### src/tapc_pkg.sv
// tapc_pkg: shared types and codes for the two-axle pressure preset controller.
// No dependencies.
`timescale 1ns / 1ps

package tapc_pkg;

  localparam int GOAL_W    = 14;
  localparam int TOL_W     = 12;
  localparam int MARGIN_W  = 12;
  localparam int TICK_W    = 16;
  localparam int CFG_IDX_W = 2;
  localparam int CFG_W     = 16;
  localparam int FRAC_BITS = 4;

  typedef enum logic [1:0] {
    FUNC_TICK   = 2'd0,
    FUNC_START  = 2'd1,
    FUNC_TOGGLE = 2'd2
  } func_t;

  typedef enum logic [1:0] {
    DRV_HOLD = 2'd0,
    DRV_UP   = 2'd1,
    DRV_DOWN = 2'd2
  } drive_t;

  typedef enum logic [2:0] {
    ST_IDLE     = 3'd0,
    ST_RUNNING  = 3'd1,
    ST_PAUSED   = 3'd2,
    ST_RESUMED  = 3'd3,
    ST_COMPLETE = 3'd4,
    ST_TIMEOUT  = 3'd5,
    ST_STARTED  = 3'd6,
    ST_IGNORED  = 3'd7
  } status_t;

  typedef enum logic [CFG_IDX_W-1:0] {
    REG_TOLERANCE     = 2'd0,
    REG_SUPPLY_MARGIN = 2'd1,
    REG_TIMEOUT       = 2'd2
  } reg_idx_t;

  typedef struct packed {
    logic [TOL_W-1:0]    tolerance;
    logic [MARGIN_W-1:0] supply_margin;
    logic [TICK_W-1:0]   timeout_ticks;
  } cfg_t;

  typedef struct packed {
    drive_t drive;
    logic   reached;
    logic   need;
  } axle_res_t;

  typedef struct packed {
    drive_t  front_drive;
    drive_t  rear_drive;
    logic    compressor_on;
    status_t status;
  } result_t;

endpackage

### src/tapc_axle.sv
// tapc_axle: dead-band regulation compare for one axle.
// Depends on tapc_pkg.
`timescale 1ns / 1ps

module tapc_axle import tapc_pkg::*; #(
  parameter int ADC_BITS = 10
) (
  input  logic [ADC_BITS-1:0] sample,
  input  logic [ADC_BITS-1:0] tank,
  input  logic [GOAL_W-1:0]   goal,
  input  logic                reached,
  input  cfg_t                cfg,
  output axle_res_t           res
);

  localparam int QW = ADC_BITS + FRAC_BITS;
  localparam int CW = (QW + 1 > GOAL_W + 1) ? QW + 1 : GOAL_W + 1;

  logic [CW-1:0] p_q4;
  logic [CW-1:0] t_q4;
  logic [CW-1:0] goal_x;
  logic [CW-1:0] tol_x;
  logic [CW-1:0] mrg_x;
  logic          low;
  logic          high;

  assign p_q4   = CW'({sample, {FRAC_BITS{1'b0}}});
  assign t_q4   = CW'({tank, {FRAC_BITS{1'b0}}});
  assign goal_x = CW'(goal);
  assign tol_x  = CW'(cfg.tolerance);
  assign mrg_x  = CW'(cfg.supply_margin);

  // goal - tol < 0 can never satisfy p + tol < goal
  assign low  = (p_q4 + tol_x) < goal_x;
  assign high = p_q4 > (goal_x + tol_x);

  always_comb begin
    res = '{drive: DRV_HOLD, reached: reached, need: 1'b0};
    if (!reached) begin
      if (low) begin
        res.drive = DRV_UP;
        res.need  = t_q4 < (goal_x + mrg_x);
      end else if (high) begin
        res.drive = DRV_DOWN;
      end else begin
        res.reached = 1'b1;
      end
    end
  end

endmodule

### src/tapc_ctrl.sv
// tapc_ctrl: preset state, tick counter and per-transaction update.
// Depends on tapc_pkg and tapc_axle.
`timescale 1ns / 1ps

module tapc_ctrl import tapc_pkg::*; #(
  parameter int ADC_BITS = 10
) (
  input  logic                clk,
  input  logic                rst,
  input  logic                step,
  input  logic [1:0]          func,
  input  logic [ADC_BITS-1:0] front_sample,
  input  logic [ADC_BITS-1:0] rear_sample,
  input  logic [ADC_BITS-1:0] tank_sample,
  input  logic [GOAL_W-1:0]   goal_front,
  input  logic [GOAL_W-1:0]   goal_rear,
  input  cfg_t                cfg,
  output result_t             result
);

  logic              active, active_next;
  logic              paused, paused_next;
  logic [GOAL_W-1:0] front_goal, front_goal_next;
  logic [GOAL_W-1:0] rear_goal, rear_goal_next;
  logic              front_reached, front_reached_next;
  logic              rear_reached, rear_reached_next;
  logic [TICK_W-1:0] tick_count, tick_count_next;
  drive_t            front_valve, front_valve_next;
  drive_t            rear_valve, rear_valve_next;
  logic              compressor, compressor_next;
  logic [TICK_W-1:0] tick_inc;
  status_t           status;
  axle_res_t         front_res;
  axle_res_t         rear_res;

  tapc_axle #(.ADC_BITS(ADC_BITS)) u_front (
    .sample  (front_sample),
    .tank    (tank_sample),
    .goal    (front_goal),
    .reached (front_reached),
    .cfg     (cfg),
    .res     (front_res)
  );

  tapc_axle #(.ADC_BITS(ADC_BITS)) u_rear (
    .sample  (rear_sample),
    .tank    (tank_sample),
    .goal    (rear_goal),
    .reached (rear_reached),
    .cfg     (cfg),
    .res     (rear_res)
  );

  assign tick_inc = (tick_count != {TICK_W{1'b1}}) ? tick_count + 1'b1 : tick_count;

  always_comb begin
    active_next        = active;
    paused_next        = paused;
    front_goal_next    = front_goal;
    rear_goal_next     = rear_goal;
    front_reached_next = front_reached;
    rear_reached_next  = rear_reached;
    tick_count_next    = tick_count;
    front_valve_next   = front_valve;
    rear_valve_next    = rear_valve;
    compressor_next    = compressor;
    status             = ST_IDLE;
    case (func)
      FUNC_TICK: begin
        if (active) begin
          tick_count_next = tick_inc;
          if (paused) begin
            status = ST_PAUSED;
          end else if (tick_inc >= cfg.timeout_ticks) begin
            front_valve_next = DRV_HOLD;
            rear_valve_next  = DRV_HOLD;
            compressor_next  = 1'b0;
            active_next      = 1'b0;
            status           = ST_TIMEOUT;
          end else begin
            front_valve_next   = front_res.drive;
            rear_valve_next    = rear_res.drive;
            front_reached_next = front_res.reached;
            rear_reached_next  = rear_res.reached;
            compressor_next    = front_res.need | rear_res.need;
            if (front_res.reached && rear_res.reached) begin
              front_valve_next = DRV_HOLD;
              rear_valve_next  = DRV_HOLD;
              compressor_next  = 1'b0;
              active_next      = 1'b0;
              status           = ST_COMPLETE;
            end else begin
              status = ST_RUNNING;
            end
          end
        end
      end
      FUNC_START: begin
        front_goal_next    = goal_front;
        rear_goal_next     = goal_rear;
        active_next        = 1'b1;
        paused_next        = 1'b0;
        front_reached_next = 1'b0;
        rear_reached_next  = 1'b0;
        tick_count_next    = '0;
        status             = ST_STARTED;
      end
      FUNC_TOGGLE: begin
        if (active) begin
          paused_next = !paused;
          if (!paused) begin
            front_valve_next = DRV_HOLD;
            rear_valve_next  = DRV_HOLD;
            compressor_next  = 1'b0;
            status           = ST_PAUSED;
          end else begin
            status = ST_RESUMED;
          end
        end else begin
          status = ST_IGNORED;
        end
      end
      default: begin
        status = ST_IGNORED;
      end
    endcase
  end

  always_ff @(posedge clk) begin
    if (rst) begin
      active        <= 1'b0;
      paused        <= 1'b0;
      front_goal    <= '0;
      rear_goal     <= '0;
      front_reached <= 1'b0;
      rear_reached  <= 1'b0;
      tick_count    <= '0;
      front_valve   <= DRV_HOLD;
      rear_valve    <= DRV_HOLD;
      compressor    <= 1'b0;
    end else if (step) begin
      active        <= active_next;
      paused        <= paused_next;
      front_goal    <= front_goal_next;
      rear_goal     <= rear_goal_next;
      front_reached <= front_reached_next;
      rear_reached  <= rear_reached_next;
      tick_count    <= tick_count_next;
      front_valve   <= front_valve_next;
      rear_valve    <= rear_valve_next;
      compressor    <= compressor_next;
    end
  end

  assign result = '{front_drive: front_valve_next, rear_drive: rear_valve_next,
                    compressor_on: compressor_next, status: status};

endmodule

### src/two_axle_pressure_preset_controller.sv
// two_axle_pressure_preset_controller: top level with input register, config
// registers and result register. Depends on tapc_pkg and tapc_ctrl.
//
//   channel | handshake           | payload
//   --------+---------------------+-------------------------------------------
//   in      | in_valid/in_ready   | func, front/rear/tank_sample, goal_front/rear
//   out     | out_valid/out_ready | front_drive, rear_drive, compressor_on, status
//   cfg     | cfg_wr_en           | cfg_idx, cfg_data
//
// The input register takes a transaction at its accepting edge; once the result
// register is empty or being read, the compare and state update run from the
// input register into the result register, which then raises out_valid. One transaction
// per cycle while out_ready stays high; the state update is combinational.
// Reset (rst, synchronous) clears the preset state and both valid flags.
// A stalled result holds the input register; in_ready drops once both are full.
`timescale 1ns / 1ps

module two_axle_pressure_preset_controller import tapc_pkg::*; #(
  parameter int ADC_BITS = 10
) (
  input  logic                 clk,
  input  logic                 rst,
  input  logic                 in_valid,
  output logic                 in_ready,
  input  logic [1:0]           func,
  input  logic [ADC_BITS-1:0]  front_sample,
  input  logic [ADC_BITS-1:0]  rear_sample,
  input  logic [ADC_BITS-1:0]  tank_sample,
  input  logic [GOAL_W-1:0]    goal_front,
  input  logic [GOAL_W-1:0]    goal_rear,
  output logic                 out_valid,
  input  logic                 out_ready,
  output logic [1:0]           front_drive,
  output logic [1:0]           rear_drive,
  output logic                 compressor_on,
  output logic [2:0]           status,
  input  logic                 cfg_wr_en,
  input  logic [CFG_IDX_W-1:0] cfg_idx,
  input  logic [CFG_W-1:0]     cfg_data
);

  logic                s1_valid;
  logic [1:0]          s1_func;
  logic [ADC_BITS-1:0] s1_front;
  logic [ADC_BITS-1:0] s1_rear;
  logic [ADC_BITS-1:0] s1_tank;
  logic [GOAL_W-1:0]   s1_goal_front;
  logic [GOAL_W-1:0]   s1_goal_rear;
  logic                advance;
  cfg_t                cfg;
  result_t             result;
  result_t             res_q;

  assign advance  = s1_valid && (!out_valid || out_ready);
  assign in_ready = !s1_valid || advance;

  always_ff @(posedge clk) begin
    if (rst) begin
      cfg.tolerance     <= TOL_W'(22);
      cfg.supply_margin <= MARGIN_W'(88);
      cfg.timeout_ticks <= TICK_W'(300);
    end else if (cfg_wr_en) begin
      case (cfg_idx)
        REG_TOLERANCE:     cfg.tolerance     <= cfg_data[TOL_W-1:0];
        REG_SUPPLY_MARGIN: cfg.supply_margin <= cfg_data[MARGIN_W-1:0];
        REG_TIMEOUT:       cfg.timeout_ticks <= cfg_data[TICK_W-1:0];
        default: ;
      endcase
    end
  end

  always_ff @(posedge clk) begin
    if (rst) begin
      s1_valid <= 1'b0;
    end else if (in_ready) begin
      s1_valid <= in_valid;
    end
  end

  always_ff @(posedge clk) begin
    if (in_ready && in_valid) begin
      s1_func       <= func;
      s1_front      <= front_sample;
      s1_rear       <= rear_sample;
      s1_tank       <= tank_sample;
      s1_goal_front <= goal_front;
      s1_goal_rear  <= goal_rear;
    end
  end

  tapc_ctrl #(.ADC_BITS(ADC_BITS)) u_ctrl (
    .clk          (clk),
    .rst          (rst),
    .step         (advance),
    .func         (s1_func),
    .front_sample (s1_front),
    .rear_sample  (s1_rear),
    .tank_sample  (s1_tank),
    .goal_front   (s1_goal_front),
    .goal_rear    (s1_goal_rear),
    .cfg          (cfg),
    .result       (result)
  );

  always_ff @(posedge clk) begin
    if (rst) begin
      out_valid <= 1'b0;
    end else if (advance) begin
      out_valid <= 1'b1;
    end else if (out_ready) begin
      out_valid <= 1'b0;
    end
  end

  always_ff @(posedge clk) begin
    if (advance) begin
      res_q <= result;
    end
  end

  assign front_drive   = res_q.front_drive;
  assign rear_drive    = res_q.rear_drive;
  assign compressor_on = res_q.compressor_on;
  assign status        = res_q.status;

endmodule

### config.mk
export PLATFORM = sky130hd
export DESIGN_NAME = two_axle_pressure_preset_controller
export DESIGN_NICKNAME = d
export VERILOG_FILES = /design/src/tapc_pkg.sv /design/src/tapc_axle.sv /design/src/tapc_ctrl.sv /design/src/two_axle_pressure_preset_controller.sv
export SDC_FILE = /design/constraint.sdc
export NUM_CORES = 1
export LEC_CHECK = 0
export BUFFER_PORTS_ARGS = -buffer_cell sky130_fd_sc_hd__buf_4
export CAP_MARGIN = 20
export CORE_MARGIN = 2
export CORE_UTILIZATION = 30
export CTS_BUF_LIST = sky130_fd_sc_hd__clkbuf_4 sky130_fd_sc_hd__clkbuf_8
export DETAILED_ROUTE_END_ITERATION = 8
export GPL_ROUTABILITY_DRIVEN = 0
export PLACE_DENSITY = 0.5
export SLEW_MARGIN = 10
export SYNTH_ARGS = -nofsm -noshare
export SYNTH_HDL_FRONTEND = slang
export SYNTH_HIERARCHICAL = 1
export SYNTH_SLANG_ARGS = --single-unit
export TNS_END_PERCENT = 50
### constraint.sdc
create_clock -name clk -period 8.8 [get_ports clk]
set_input_delay 1.76 -clock clk [delete_from_list [all_inputs] [get_ports clk]]
set_output_delay 1.76 -clock clk [all_outputs]
set_load 0.01 [all_outputs]
# Word-level counts from Yosys, hierarchy flattened
# Index checks and enable logic that the tools add are counted.
[word_totals]
register_bits = 163
in_bits = 83
output_inout_bits = 10
wordCells = 130
[op_classes]
addsub = 7
magnitude_cmp = 7
n_eq_ne = 9
n_mux = 60
n_bitwise = 1
reduce_logical = 21
[ops]
columns = ["op", "n"]
rows = [
  ["adder 14 x 12 -> 15 bit", 6],
  ["2-to-1 mux 16 bit", 2],
  ["2-to-1 mux 2 bit", 16],
  ["one-hot mux 16 bit (2 select lines)", 1],
  ["greater-than comparator 14 x 15 -> 1 bit", 2],
  ["< comparator 14 x 15 -> 1 bit", 2],
  ["< comparator 15 x 14 -> 1 bit", 2],
  ["2-to-1 mux 1 bit", 26],
  ["adder 16 x 1 -> 16 bit, second input constant", 1],
  ["greater-or-equal comparator 16 bit", 1],
  ["inequality test 16 bit, second input constant", 1],
  ["2-to-1 mux 3 bit", 5],
  ["one-hot mux 1 bit (2 select lines)", 5],
  ["AND reduction 2 bit", 5],
  ["one-hot mux 3 bit (3 select lines)", 1],
  ["2-to-1 mux 4 bit", 2],
  ["one-hot mux 2 bit (2 select lines)", 2],
  ["AND reduction 3 bit", 2],
  ["nonzero test 2 bit", 3],
  ["AND reduction 5 bit", 1],
  ["== test 2 x 1 -> 1 bit, second input constant", 2],
  ["== test 2 bit, second input constant", 2],
  ["zero test 2 bit", 2],
  ["inequality test 2 x 1 -> 1 bit, second input constant", 2],
  ["other kinds (5)", 11],
]

# Logic depth before layout (Yosys ltp)
# Gate-level depths: netlist (run 1).
[logic_depth]
word_depth = 11
mapped_depth = 18
depth_no_buf = 18

# Hierarchy
# Netlist (run 1), hierarchy kept.
[by_module_without_submodules]
columns = ["module", "instances", "cells_each", "area_per_inst_um2", "seq_area_each_um2"]
rows = [
  ["tapc_axle", 2, 289, 2245.9, 0.0],
  ["two_axle_pressure_preset_controller", 1, 238, 3784.9, 2882.8],
  ["tapc_ctrl", 1, 413, 3183.1, 1061.0],
]

# Least setup slack after synthesis (run 1)
# Ideal clock, no wire load.
[synth_timing]
path_type = "register -> register"
start = "register cfg[28] (netlist name)"
end = "register res_q, in the netlist status[0], data pin"
setup_time_ns = 0.261
arrival_ns = 4.023
required_ns = 8.539
setup_slack_ns = 4.516
path_stages_with_launch = 17
n_path_buf = 0
synth_period_minus_slack_ns = 4.284
path_cell_list = "dfxtp_1 ha_1 fa_1 nor2b_1 o311ai_1 a21oi_1 a41oi_1 xor2_1 ha_1 nand4_1 nor4_1 a21oi_1 o221ai_1 nor2b_1 nand2_1 or4_1 a311o_1"
[synth_lines]
columns = ["element", "line", "text"]
rows = [
  ["to (signal assigned)", "two_axle_pressure_preset_controller.sv:117", "res_q <= result;"],
  ["to (decl)", "two_axle_pressure_preset_controller.sv:52", "result_t res_q;"],
]

==> flow_summary.yaml, run 1 <==
run_status:
  status: "finished clean"
setup_path:
  cp-end-kind: "register"
  crit_chain: "ha_1 -> fa_1 -> nor2b_1 -> o311ai_1 -> a21oi_1 -> a41oi_1 -> xor2_1 -> ha_1 -> nand4_1 -> a21o_1 -> a31oi_1 -> o221ai_1 -> nor2b_1 -> nand2_1 -> or4_1 -> a311o_1"
  crit_cells: 16
  crit_end: "status[0]"
  worst-path-buf-inv: 0
  cp_top_family: "compound AO/OA/AOI/OAI gates"
  critical_path_class: "register to register"
  timing.rr.start: "cfg[28]"
  cp.required_ns: 9.05
  cp_slowest_cell: "nor2b_1"
  start_kind: "register"
  regToRegEndpoint: "status[0]"
  cp_max_fo: 7
  r2r_setup_slack_ns: 3.77
  startpoint: "cfg[28]"
  cp.arrival_ns: 5.28
  reg2regPathDepth: 16
  cpPeakStageDelay_ns: 0.53
sta:
  min_period_ns: 5.03
  fin_setup_tns_ns: 0
  hold_viol: 0
  fin_crit_sh_pct: 57.2
  report.final.slew_viol_count: 0
  fmax_mhz: 199
  fin_ws_ns: 3.77
  fin_skew_ns: 0.0179
  setup_viol: 0
  tightest_slew_ns: 0.914
  maxSlewHeadroom_pct: 39.1
  grt_setup_unrepaired: "no"
cts:
  clk_pin_slew_ns: 0.09
  cts_setup_buffers: 0
  cts.htree.levels: 4
  cts_buffers: 17
  clock-root-buffer: "clkbuf_8"
  cts_resized: 0
  cts_tree: "done"
  hold_buffers: 0
  cts.sinks: 163
  clock_latency_ns: 0.50
  clock_path_buffers: 2
placed_design:
  io_buffers: 92
  dpl.hpwl_mm: 25.2
  placed_area_um2: 12700
  pre_cts_ws_ns: 3.84
finish:
  drive_gt1_share_pct: 11.4
  diodes: 0
  area_delta_synth_final_pct: 14.0
  fill_cells: 3936
  layout_commonest_cell: "ha_1"
  final_net_count: 1549
  final_area_um2: 13100
  mostFrequentLayoutCells: "153 x ha_1, 113 x a21oi_1, 111 x nand2_1, 96 x buf_4, 95 x dfxtp_1"
hold_path:
  hold_class: "register to register"
  min_from: "s1_valid"
routing:
  num_vias: 9348
  dr.pass1.iters: 4
  via_per_inst: 5.11
  drc: 0
  routed_wl_mm: 32.7
  wl_per_cell_um: 17.8
  drt-initial-drc-count: 650
  ant_nets: 0
logic_synthesis:
  synthTopCellsByArea: "edfxtp_1 18%, ha_1 17%, dfxtp_1 17%"
  synthFlopType: "dfxtp_1"
  muxShareOfSynthArea_pct: 3.69
  synth_top_family_by_area: "compound AO/OA/AOI/OAI gates"
  ys_seq_area_share_pct: 34.4
  yosysTopAreaCellShare_pct: 17.8
  synth-compound-area-share_pct: 17.9
  synthSimpleGateAreaFrac_pct: 17.4
  synth.largest_area_cell: "edfxtp_1"
  ys_types: 72
  synth_edf_count: 68
  syn_area_per_cell_um2: 9.32
  ys_warn_count: 6
  ys_ff_latch: 163
  synthAdderAreaFrac_pct: 17.8
  syn_inst: 1229
  synth_area_um2: 11500
  async_reset_ff_share_pct: 0
  syn_nets: 1471
  synth-xor-area-share_pct: 5.43
grt:
  overflow: 0
  grt_max_degree: 72
  antenna_found_initial: 0
  track_usage_pct: 16.9
  grt_pass1_vias: 9153
  grt_pass1_wl_mm: 50.8
pwr:
  p_per_area_nw_per_um2: 133
  total_power_uw: 1740
  irDropWorstVdd_mv: 0.0883
  p_leak_uw: 0.00512
run:
  max-cap-violations: 0
floorplan:
  die_height_um: 199
  dieArea_um2: 39800
  die_w_um: 199
  rows: 71
  pin_count: 93
  initial_core_util_pct: 30.4
  core_area_um2: 37700
==> tightest hold or removal path, stage by stage (launching register included) <==
cell and delay, ns:
dfxtp_1 0.33, inv_1 0.05, a21oi_1 0.05
==> area by class of cell <==
cell class | instances | area (um2) | share of cell area, %
multi-input combinational | 967 | 7120 | 54.5
sequential | 163 | 3940 | 30.2
timing repair buffer | 96 | 721 | 5.51
tap | 511 | 639 | 4.89
clock buffer | 17 | 234 | 1.79
inverter | 62 | 233 | 1.78
clock inverter | 15 | 178 | 1.36
==> through the flow <==
step           hold slack (ns)  utilization (%)  cells
2_1_floorplan            0.434                -   1229
3_3_place_gp             0.448             33.6   1799
3_5_place_dp             0.455             33.6   1799
4_1_cts                  0.469             34.7   1831
5_1_grt                  0.494             34.7   1831
6_report                 0.471             34.7   1831
==> cell usage after synthesis, types with 10 or more instances <==
cell / number
o211ai_1: 11
inv_1: 62
o21a_1: 11
clkbuf_1: 24
a21o_1: 16
nand4_1: 20
ha_1: 153
edfxtp_1: 68
nand3_1: 19
xnor2_1: 46
nor3_1: 17
xor2_1: 25
mux2i_1: 40
a31oi_1: 10
a211oi_1: 14
nand2_1: 111
nor2b_1: 24
nand2b_1: 60
dfxtp_1: 95
a21oi_1: 113
o21ai_0: 40
o21ai_1: 18
nor2_1: 79
==> logic make-up after synthesis <==
kind of cell,after synthesis
mux,42
simple gates,388
xor+xnor,71
compound gates,307
fa+ha+maj,159
buf+inv,99
flops,163
==> layer usage <==
metal	global-route usage, %	share of wire [%]	vias to the layer above
li1	-	-	4641
met1	23.6	50	4478
met2	26.5	44	195
met3	2.48	3.1	34
met4	5.82	2.3	0
met5	0	0	-
==> where the power goes <==
part	switching [uW]	total (uW)	internal, uW	leakage (uW)
logic	161	292	131	0.00348
clock network	331	593	261	0.000209
registers	32.3	852	820	0.00143
total	524	1740	1210	0.00512
==> state kept, by name (all words and copies together) (netlist names), 14 cells and up <==
signal,flops
cfg,40
s1_goal_front,14
s1_goal_rear,14
u_ctrl/front_goal,14
u_ctrl/rear_goal,14
u_ctrl/tick_count,16
==> how the worst min path moves through the flow <==
stage,slack (ns),cells after the start,end
after floorplan,0.43,2,out_valid
after global placement,0.45,2,out_valid
after detailed placement,0.45,2,out_valid
after CTS,0.47,2,out_valid
after global routing,0.49,2,out_valid
final,0.47,2,out_valid
No activity file was read; power rests on OpenSTA's default activity.
==> run 2: changes to the inputs <==
Settings changed: PLACE_DENSITY 0.5 to 0.51.
Clock period 8.8 ns to 4.5 ns, I/O delays scaled along.
==> run 2 against run 1 <==
  * Cell area rose by 5.0%
  * Routed wire length rose by 4.6%
  * Sequential share of layout area fell by 1.4 points
  * Count of clock-buffer cells in the layout rose by 1
  * Largest cell class unchanged
  * Core utilization rose by 1.7 points
  * Register-to-register slack got worse by 3.6 ns
  * Clock power rose by 92%
  * Non-clock buffer count rose by 59
  * Setup slack got worse by 3.6 ns
  * Largest power group unchanged
==> flow_summary.yaml, run 2 (synthesis results as in run 1) <==
run_status:
  status: "finished clean"
sta:
  maxSlewHeadroom_pct: 41.4
  hold_viol: 0
  fmax_mhz: 231
  fin_ws_ns: 0.168
  report.final.slew_viol_count: 0
  min_period_ns: 4.33
  fin_crit_sh_pct: 96.3
  tightest_slew_ns: 0.879
  setup_viol: 0
  fin_setup_tns_ns: 0
  fin_skew_ns: 0.0148
  holdWs_ns: 0.468
pwr:
  irDropWorstVdd_mv: 0.189
  p_per_area_nw_per_um2: 249
  p_leak_uw: 0.00545
floorplan:
  die_w_um: 199
  rows: 71
  die_height_um: 199
  core_area_um2: 37700
  pin_count: 93
  initial_core_util_pct: 30.4
  dieArea_um2: 39800
setup_path:
  worst-path-buf-inv: 1
  path_common_cell: "nor2b_4"
  cp.arrival_ns: 4.58
  cp-end-kind: "register"
  cp_top_family: "compound AO/OA/AOI/OAI gates"
  startpoint: "cfg[28]"
  critical_path_class: "register to register"
  cpPeakStageDelay_ns: 0.47
  crit_chain: "buf_4 -> ha_4 -> fa_2 -> nor2b_4 -> o311ai_4 -> a21oi_2 -> a41oi_2 -> xor2_1 -> ha_1 -> nand4_1 -> a21o_1 -> a31oi_1 -> o221ai_2 -> nor2b_4 -> nand2_4 -> or4_4 -> a311o_1"
  cp.required_ns: 4.75
  timing.rr.start: "cfg[28]"
  cp_slowest_cell: "or4_4"
  cp_max_fo: 4
  start_kind: "register"
cts:
  clock-root-buffer: "clkbuf_8"
  cts_buffers: 17
  clock_latency_ns: 0.49
  clock_path_buffers: 2
  hold_buffers: 0
  cts_tree: "done"
  cts.sinks: 163
  clk_pin_slew_ns: 0.10
  cts.htree.levels: 4
routing:
  drc: 0
  wl_per_cell_um: 18.1
  dr.pass1.iters: 5
  via_per_inst: 5.08
  drt-initial-drc-count: 736
  routed_wl_mm: 34.1
  ant_nets: 0
  num_vias: 9606
run:
  max-cap-violations: 0
finish:
  layout_commonest_cell: "buf_4"
  final_net_count: 1608
  area_delta_synth_final_pct: 19.8
  fin_util_pct: 36.4
  diodes: 0
  regMostFlops: "cfg"
  mostFrequentLayoutCells: "153 x buf_4, 151 x ha_1, 110 x nand2_1, 108 x a21oi_1, 91 x dfxtp_1"
  top_regs: "cfg (40), u_ctrl/tick_count (16)"
  final_area_um2: 13700
  largest_reg_flops: 40
  drive_gt1_share_pct: 17.6
placed_design:
  io_buffers: 92
  dpl.hpwl_mm: 26.4
  pre_cts_ws_ns: -0.0549
  placed_area_um2: 13100
grt:
  grt_pass1_wl_mm: 52.0
  grt_pass1_vias: 9320
  antenna_found_initial: 0
  overflow: 0
  grt_max_degree: 89
  track_usage_pct: 17.5
hold_path:
  hold_class: "register to register"
  min_from: "s1_valid"
[run 2: path summary, 6_finish.rpt]
| path | slack [ns] | cells after the start | endpoint |
|---|---|---|---|
| worst max-delay path | 0.17 | 17 | status[0] |
| worst min-delay path | 0.47 | 2 | out_valid |
| worst max register to register | 0.17 | 17 | status[0] |
| worst min register to register | 0.47 | 2 | out_valid |
[run 2: per-layer routing]
metal / global-route usage [%] / wire length (um) / vias up
met3: 2.33 / 1370 / 35
met4: 5.93 / 782 / 0
met5: 0 / 0 / -
met1: 24.8 / 16900 / 4567
li1: - / - / 4777
met2: 27.2 / 15100 / 227
[run 2: timing repair]
action | in CTS | in global routing
pin swaps | 1 | 18
cloned | 0 | 0
gates resized for setup | 2 | 40
buffers inserted | 0 | 3
endpoints found under the setup margin | 1 | 9
[run 2: final cells by class]
class	count	area, um2
clock buffers	18	248
fillers	3883	23900
inverters	62	233
well taps	511	639
flip-flops and latches	163	3950
clock inverters	14	151
repair buffers	155	1190
multi-input cells	967	7320
[run 2: worst register-to-register path: stages (launching register included)]
cell      delay [ns]
dfxtp_2         0.35
buf_4           0.15
ha_4            0.17
fa_2            0.40
nor2b_4         0.15
o311ai_4        0.32
a21oi_2         0.14
a41oi_2         0.24
xor2_1          0.18
ha_1            0.28
nand4_1         0.16
a21o_1          0.12
a31oi_1         0.14
o221ai_2        0.22
nor2b_4         0.21
nand2_4         0.08
or4_4           0.47
a311o_1         0.32
[run 2: power breakdown]
group	internal [uW]	switching, uW
clock network	515	623
logic	286	336
registers	1600	58.8
total	2400	1020
[run 2: metrics by stage]
stage	power, uW	std cells
floorplan	2060	1229
global placement	2290	1855
detailed placement	2300	1855
CTS	3460	1887
global route	3590	1890
finish	3420	1890
==> run 3: changes to the inputs <==
Settings changed: ABC_AREA from default to 1, PLACE_DENSITY 0.51 to 0.5, TNS_END_PERCENT 50 to 10.
Clock period 4.5 ns to 4.8 ns, I/O delays scaled along.
==> run 3 against run 2 <==
  * Worst hold slack better by 0.0096 ns
  * Die area grew 3.1%
  * Sequential cell count did not move
  * Via count up 5.4%
  * Register-to-register slack gained 0.72 ns
  * Setup slack better by 0.72 ns
  * Core utilization down 1.6 points
==> flow_summary.yaml, run 3 <==
logic_synthesis:
  syn_inst: 1566
  ys_warn_count: 6
  synthTopCellsByArea: "edfxtp_1 17%, ha_1 16%, dfxtp_1 16%"
  synthFlopType: "dfxtp_1"
  synth.largest_area_cell: "edfxtp_1"
  async_reset_ff_share_pct: 0
  yosysTopAreaCellShare_pct: 17.3
  synth_edf_count: 68
  syn_nets: 1808
  syn_area_per_cell_um2: 7.55
  synth_area_um2: 11800
  ys_types: 52
  ys_ff_latch: 163
  synth_common_cells: "350 x nand2_1, 204 x inv_1, 196 x nor2_1"
  ys_seq_area_share_pct: 33.3
  synth_most_common_cell: "nand2_1"
cts:
  clock-root-buffer: "clkbuf_8"
  hold_buffers: 0
  clock_latency_ns: 0.49
  cts_buffers: 17
  clk_pin_slew_ns: 0.10
  cts_tree: "done"
  cts_setup_buffers: 0
  cts_resized: 0
  clock_path_buffers: 2
  cts.htree.levels: 4
  cts.sinks: 163
grt:
  track_usage_pct: 16.4
  antenna_found_initial: 2
  grt_max_degree: 34
  grt_pass1_wl_mm: 52.5
  grt_pass1_vias: 9817
  overflow: 0
sta:
  holdWs_ns: 0.477
  min_period_ns: 3.91
  report.final.slew_viol_count: 0
  grt_setup_unrepaired: "no"
  fin_skew_ns: 0.0223
  maxSlewHeadroom_pct: 45.3
  tightest_slew_ns: 0.820
  fin_setup_tns_ns: 0
  fin_crit_sh_pct: 81.5
  fmax_mhz: 256
  setup_viol: 0
  hold_viol: 0
setup_path:
  cp_slowest_cell: "fa_1"
  cp_max_fo: 5
  critical_path_class: "register to register"
  cp.arrival_ns: 4.33
  cpPeakStageDelay_ns: 0.49
  cp-end-kind: "register"
  start_kind: "register"
  startpoint: "cfg[32]"
  cp_top_family: "simple AND/OR/NAND/NOR gates"
  worst-path-buf-inv: 4
  crit_cells: 25
  cp.required_ns: 5.22
  reg2regPathDepth: 25
  timing.rr.start: "cfg[32]"
routing:
  routed_wl_mm: 32.9
  wl_per_cell_um: 15.0
  dr.pass1.iters: 6
  via_per_inst: 4.63
  num_vias: 10100
  drc: 0
  ant_nets: 0
  drt-initial-drc-count: 534
finish:
  largest_reg_flops: 40
  diodes: 0
  layout_commonest_cell: "nand2_1"
  drive_gt1_share_pct: 11.4
  final_net_count: 1900
  top_regs: "cfg (40), u_ctrl/tick_count (16)"
  final_cells: 2189
  mostFrequentLayoutCells: "350 x nand2_1, 203 x inv_1, 196 x nor2_1, 153 x ha_1, 116 x a21oi_1"
  regMostFlops: "cfg"
  fill_cells: 4146
  multi_input_area_um2: 6920
  seq_area_um2: 3940
  area_delta_synth_final_pct: 14.2
floorplan:
  core_area_um2: 38700
  die_height_um: 203
  dieArea_um2: 41000
  rows: 72
  initial_core_util_pct: 30.5
  die_w_um: 203
  pin_count: 93
placed_design:
  dpl.hpwl_mm: 25.9
  io_buffers: 92
  dpl.cell_count: 2157
hold_path:
  hold_class: "register to register"
  min_from: "s1_valid"
  whs_path_depth: 2
run_status:
  status: "finished clean"
pwr:
  p_per_area_nw_per_um2: 246
  irDropWorstVdd_mv: 0.221
  p_leak_uw: 0.00648
run:
  max-cap-violations: 0
-- run 3: worst min-delay path: cells and delay by family, from the launching register on --
| family | cells | cell delay [ns] |
|---|---|---|
| compound gates | 1 | 0.06 |
| buf+inv | 1 | 0.06 |
| flops | 1 | 0.32 |
-- run 3: power by group --
group	switching, uW	internal, uW
combinational	412	290
clock	569	476
sequential	65.0	1510
-- run 3: cell families (layout without fill, tap and decap cells) --
| family | Yosys count | in the layout | share of synthesized area [%] |
|---|---|---|---|
| XOR/XNOR | 70 | 70 | 5.18 |
| AND/OR/NAND/NOR | 689 | 689 | 24.4 |
| buffers and inverters | 248 | 353 | 8.15 |
| AO/OA/AOI/OAI | 237 | 237 | 11.8 |
| adder cells (fa/ha/maj) | 159 | 159 | 17.2 |
| flip-flops | 163 | 163 | 33.3 |
-- run 3: final timing paths --
| kind | endpoint | slack, ns |
|---|---|---|
| worst min-delay path | out_valid | 0.48 |
| worst max register to register | u_ctrl/rear_valve[1] | 0.89 |
| worst max-delay path | u_ctrl/rear_valve[1] | 0.89 |
| worst min register to register | out_valid | 0.48 |
-- run 3: layer usage --
layer	GRT usage, %	routed length, um
met1	23.5	17000
met2	25.2	14000
met3	2.65	1190
met4	5.01	627
met5	0	23
-- run 3: through the flow --
stage	power [uW]	setup slack (ns)	area (um2)	util, %
final	3320	0.886	13500	34.9
after global routing	3540	0.496	13500	34.9
after CTS	3380	0.875	13500	34.9
after detailed placement	2310	0.946	13100	33.9
after floorplan	2070	1.42	11800	-
after global placement	2310	0.917	13100	33.9
-- run 3: cell type report --
| class | count | area share (%) |
|---|---|---|
| Multi-Input combinational cell | 1155 | 51.2 |
| Timing Repair Buffer | 106 | 5.89 |
| Clock buffer | 18 | 1.79 |
| Clock inverter | 14 | 1.11 |
| Tap cell | 518 | 4.80 |
| Sequential cell | 163 | 29.2 |
| Inverter | 215 | 5.98 |
